File: src/design/msa_pkg.sv
// ----------------------------------------------------------------------------
// msa_pkg
// shared constants, operation codes and queue entry type
// ----------------------------------------------------------------------------
package msa_pkg;
  localparam int NUM_HASH = 30;
  localparam int MAX_COLS = 1024;
  localparam int MAX_ROWS = 4096;
  localparam int HW = $clog2(NUM_HASH);
  localparam int CW = $clog2(MAX_COLS);
  localparam int RW = 12;
  localparam int SW = 13;
  localparam int DEPTH = NUM_HASH * MAX_COLS;
  localparam int AW = $clog2(DEPTH);
  localparam logic [SW-1:0] MOD_RESET = 13'd4096;

  localparam logic [1:0] OP_CLEAR = 2'd0;
  localparam logic [1:0] OP_LOAD  = 2'd1;
  localparam logic [1:0] OP_MARK  = 2'd2;
  localparam logic [1:0] OP_READ  = 2'd3;

  typedef struct packed {
    logic [1:0]  op;
    logic [RW-1:0] row;
    logic [CW-1:0] col;
    logic [HW-1:0] hidx;
    logic        bad;   // out of range: mark ignored, read gives zero
  } cmd_t;
endpackage

File: src/design/msa_front.sv
// ----------------------------------------------------------------------------
// msa_front
// accepts transactions, loads coefficients, classifies the rest into a queue
// ----------------------------------------------------------------------------
module msa_front import msa_pkg::*; (
  input  logic        clk,
  input  logic        rst_n,
  input  logic        in_tvalid,
  output logic        in_tready,
  input  logic [47:0] in_tdata,
  input  logic [1:0]  in_tuser,
  output logic        q_valid,
  input  logic        q_ready,
  output cmd_t        q_cmd,
  output logic [5:0]  mul_tab [NUM_HASH],
  output logic [7:0]  add_tab [NUM_HASH]
);
  logic [1:0] op;
  logic [RW-1:0] row;
  logic [CW-1:0] col;
  logic [4:0] hi;
  cmd_t e0_r, e1_r;
  logic [1:0] cnt_r;
  logic acc, push, pop;

  assign op  = in_tuser;
  assign row = in_tdata[11:0];
  assign col = in_tdata[21:12];
  assign hi  = in_tdata[26:22];
  // a load waits until every earlier command has left the back end
  assign in_tready = (cnt_r != 2'd2) &&
                     !(op == OP_LOAD && (cnt_r != 2'd0 || !q_ready));
  assign acc  = in_tvalid && in_tready;
  assign push = acc && (op != OP_LOAD);
  assign pop  = q_valid && q_ready;
  assign q_valid = (cnt_r != 2'd0);
  assign q_cmd = e0_r;

  always_ff @(posedge clk) begin
    if (acc && op == OP_LOAD && 32'(hi) < NUM_HASH) begin
      mul_tab[hi[HW-1:0]] <= in_tdata[32:27];
      add_tab[hi[HW-1:0]] <= in_tdata[40:33];
    end
  end

  cmd_t nc;
  always_comb begin
    nc.op = op; nc.row = row; nc.col = col; nc.hidx = hi[HW-1:0];
    nc.bad = (op == OP_MARK) ? (32'(col) >= MAX_COLS || 32'(row) >= MAX_ROWS)
                             : (32'(hi) >= NUM_HASH || 32'(col) >= MAX_COLS);
  end

  always_ff @(posedge clk) begin
    if (!rst_n) begin
      cnt_r <= 2'd0;
    end else begin
      cnt_r <= cnt_r + {1'b0, push} - {1'b0, pop};
    end
    if (pop) begin
      e0_r <= (push && cnt_r == 2'd1) ? nc : e1_r;
      if (push && cnt_r == 2'd2) e1_r <= nc;
    end else if (push) begin
      if (cnt_r == 2'd0) e0_r <= nc;
      else e1_r <= nc;
    end
  end

  a_cnt: assert property (@(posedge clk) disable iff (!rst_n) cnt_r <= 2'd2)
    else $error("queue overfull");
  a_pop: assert property (@(posedge clk) disable iff (!rst_n)
    (cnt_r == 2'd0) |-> !pop) else $error("pop from empty queue");
  a_full: assert property (@(posedge clk) disable iff (!rst_n)
    (cnt_r == 2'd2 && !pop) |=> cnt_r == 2'd2) else $error("queue count slip");
endmodule

File: config.mk
export PLATFORM = sky130hd
export DESIGN_NAME = msa_front
export DESIGN_NICKNAME = d
export VERILOG_FILES = /design/src/design/msa_pkg.sv /design/src/design/msa_front.sv
export SDC_FILE = /design/constraint.sdc
export NUM_CORES = 1
export LEC_CHECK = 0
export BUFFER_PORTS_ARGS = -buffer_cell sky130_fd_sc_hd__buf_2
export CORE_AREA = 2 2 322 165
export CTS_BUF_LIST = sky130_fd_sc_hd__clkbuf_8 sky130_fd_sc_hd__clkbuf_16
export CTS_CLUSTER_DIAMETER = 150
export DETAILED_ROUTE_END_ITERATION = 7
export DIE_AREA = 0 0 324 167
export GPL_TIMING_DRIVEN = 0
export PLACE_DENSITY = 0.56
export SLEW_MARGIN = 10
export SYNTH_ARGS = -nofsm -noshare
export SYNTH_HDL_FRONTEND = slang
export SYNTH_SLANG_ARGS = --single-unit
File: constraint.sdc
create_clock -name clk -period 4.9 [get_ports clk]
set_clock_uncertainty 0.05 [all_clocks]
set_input_delay 0.98 -clock clk [delete_from_list [all_inputs] [get_ports clk]]
set_output_delay 0.98 -clock clk [all_outputs]
set_load 0.02 [all_outputs]
==> metrics.txt <==
Core Rows=59; Adder-Cell Fraction of Synth Area=0.246%; Starting Density=between 20% and 30%; die area=54100 um^2; Multi-input gate area=793 um^2; Final Max Slew Viols=0; RR Endpoint=mul_tab[169]; synth unique cells=28; Critical-path top delay cell=nor2_1; clock buffer depth=3; Critical Path Start Type=input pin; DRC=0; Critical Path End Type=flip-flop; yosys warns=0; Post-CTS Hold Fix Bufs=0; CP max stage delay=1170 ps; crit path cell chain=buf_2 -> and4b_1 -> buf_2 -> nand3_1 -> nor2_1; Worst R2R Setup Slack=roughly 1800 ps; CTS H-tree depth=2; cts repair resizes=0; vias in the first global route=8110; Maximum Capacitance Violations=0; fill count=between 4000 and 5000; Synth top area share=94.6%; placed cell count=1798; Setup Buffers After CTS=0; Syn Area/Cell=26.0 um^2; hold path cells=1; Nets=around 1200; Ports=around 500; Rel. slew slack=19.2%; 1st-pass router iterations=5; path depth of the worst reg2reg path=3; final non-filler cell total=around 1900; CTS tree=yes; Tot Pwr=~0.0086 W; largest net degree at the start of global routing=31; Seq/Total Area, Yosys=94.9%; ANT nets after route=0; first-pass GRT wire length=61500 um; Post-Synth Simple-Gate Area=1.84%; Area Overhead vs Synth=32.3%; RSZ-0062 raised after global routing=no; setup violators final=0; Post-synth top cells=edfxtp_1, nor2_1, mux2_2, mux2_1; die height=approximately 170 um; Final Cycle Share=66.3%; mux share of post-synthesis cell area=2.22%; count leader, synth=edfxtp_1; combinational family with the most area after synthesis=multiplexers; RePlAce Congestion=0.780; Core Region=51300 um^2; Die Span X=approximately 320 um; clock latency on the worst-skew pair=between 500 and 600 ps; Buffers on Ports=498; Syn Nets=644; CTS root buffer=clkbuf_16; final WL=45100 um; Final Util=39.3%; Reg area=~14000 um^2; routed vias=8133; status=finished, final reports clean; Yosys reg bits=482; Crit path top cell by count=buf_2; vias per cell=4.34; Post-Syn Instances=587; CTS Buf Count=between 40 and 50; CP Capture Point=mul_tab[169]; crit path kind=input pin to flip-flop; Critical R2R Launch=cnt_r[1]; compound-gate portion of the synthesized area=0.312%; starting DRC count in detailed routing=997; Sum Neg Setup Slack=0 ps; Final Critical Period=roughly 3200 ps; Pleak=7.38 nW; asr flop ratio synth=0%; Synth area leaders=edfxtp_1, mux2_2, nor2_1, mux2_1, dfxtp_1; worst min-delay path class=flip-flop to flip-flop; WP data arrival=3350 ps; clk sinks=roughly 480; fmax=308 MHz; Required @ worst endpoint=5010 ps; layout cells sized above 1=53.2%; area leader, netlist=edfxtp_1; Wirelength per Cell=between 20 and 25 um; CTS clk-pin slew, worst paths=60 ps; antenna violations before repair=7; Post-Synth XOR/XNOR Area=0.115%; Worst Tran Pin Value=1210 ps; EDFF count, synth=480; Crit. Startpoint=in_tuser[1]; Power Density=426 nW/um^2; final hold vios=0; post-synthesis cell area=15200 um^2; DP Area=between 15000 and 20000 um^2; CP max FO=14; finished layout cell area=20200 um^2; remaining global-route overflow=0; Peak supply drop=0.286 mV; gr usage total=between 10% and 20%; ys flop type=edfxtp_1; Post-DP HPWL=28700 um
[per-stage QoR]
step / hold slack, ps / worst slack [ps]
floorplan: 458 / 799
global placement: 466 / -1310
detailed placement: 470 / 1080
CTS: 488 / 1680
global route: 497 / 1590
finish: 487 / 1650
[worst max-delay path: cells and delay by family]
family,cells,cell delay (ps)
buffers and inverters,2,270
AND/OR/NAND/NOR,3,2090
[routing by layer]
layer / global-route usage [%] / part of all wire (%) / vias to the layer above
li1: - / - / 3467
met1: 24.1 / 45 / 4175
met2: 23.6 / 43 / 436
met3: 4.94 / 10 / 53
met4: 3.14 / 1.3 / 2
met5: 0 / 0.029 / -
[cell type report]
cell class,count,area share [%]
buffer,5,0.211
timing repair buffer,510,13.0
clock inverter,30,1.05
inverter,5,0.0931
clock buffer,45,5.59
tap,701,4.35
multi-input combinational,95,3.94
sequential,482,71.7
antenna,2,0.0248
[layout by cell type (no fill, tap or decap), types with 2 or more instances in the layout]
cell / count
inv_6: 2
buf_2: 499
nor2_2: 21
buf_4: 6
ha_1: 3
edfxtp_1: 480
mux2_1: 7
and2_1: 2
clkbuf_16: 45
clkinv_1: 6
xnor2_1: 2
nand3_1: 3
nand4b_2: 2
diode_2: 2
dfxtp_1: 2
buf_8: 3
nand3b_1: 2
a21oi_1: 2
inv_1: 19
nor2_1: 9
clkinv_2: 4
nand2_1: 3
mux2_2: 23
or3b_2: 2
bufinv_16: 3
nor3_2: 4
buf_6: 5
[worst min-delay path by stage]
stage	endpoint	slack, ps	start
finish	q_cmd[6]	490	e1_r[6]
global route	q_cmd[6]	500	e1_r[6]
CTS	q_cmd[6]	490	e1_r[6]
detailed placement	q_cmd[6]	470	e1_r[6]
global placement	q_cmd[14]	470	e1_r[14]
floorplan	q_cmd[14]	460	e1_r[14]
[power breakdown]
group	total, W	leakage [nW]	switching [W]	internal, W
Sequential	0.00471	4.35	0.0000314	0.00468
Clock	0.00327	0.710	0.00145	0.00182
Combinational	0.000612	2.32	0.000437	0.000175
[flip-flops by register name (all words and copies together) (netlist names)]
register and count:
add_tab 240, cnt_r 2, e1_r 30, mul_tab 180, q_cmd 30
[cells by family after synthesis]
logic type	after synthesis
compound gates	5
xor+xnor	2
fa+ha+maj	3
buf+inv	10
flops	482
mux	30
simple gates	55
Note: power is estimated with default switching activity, not from simulation.
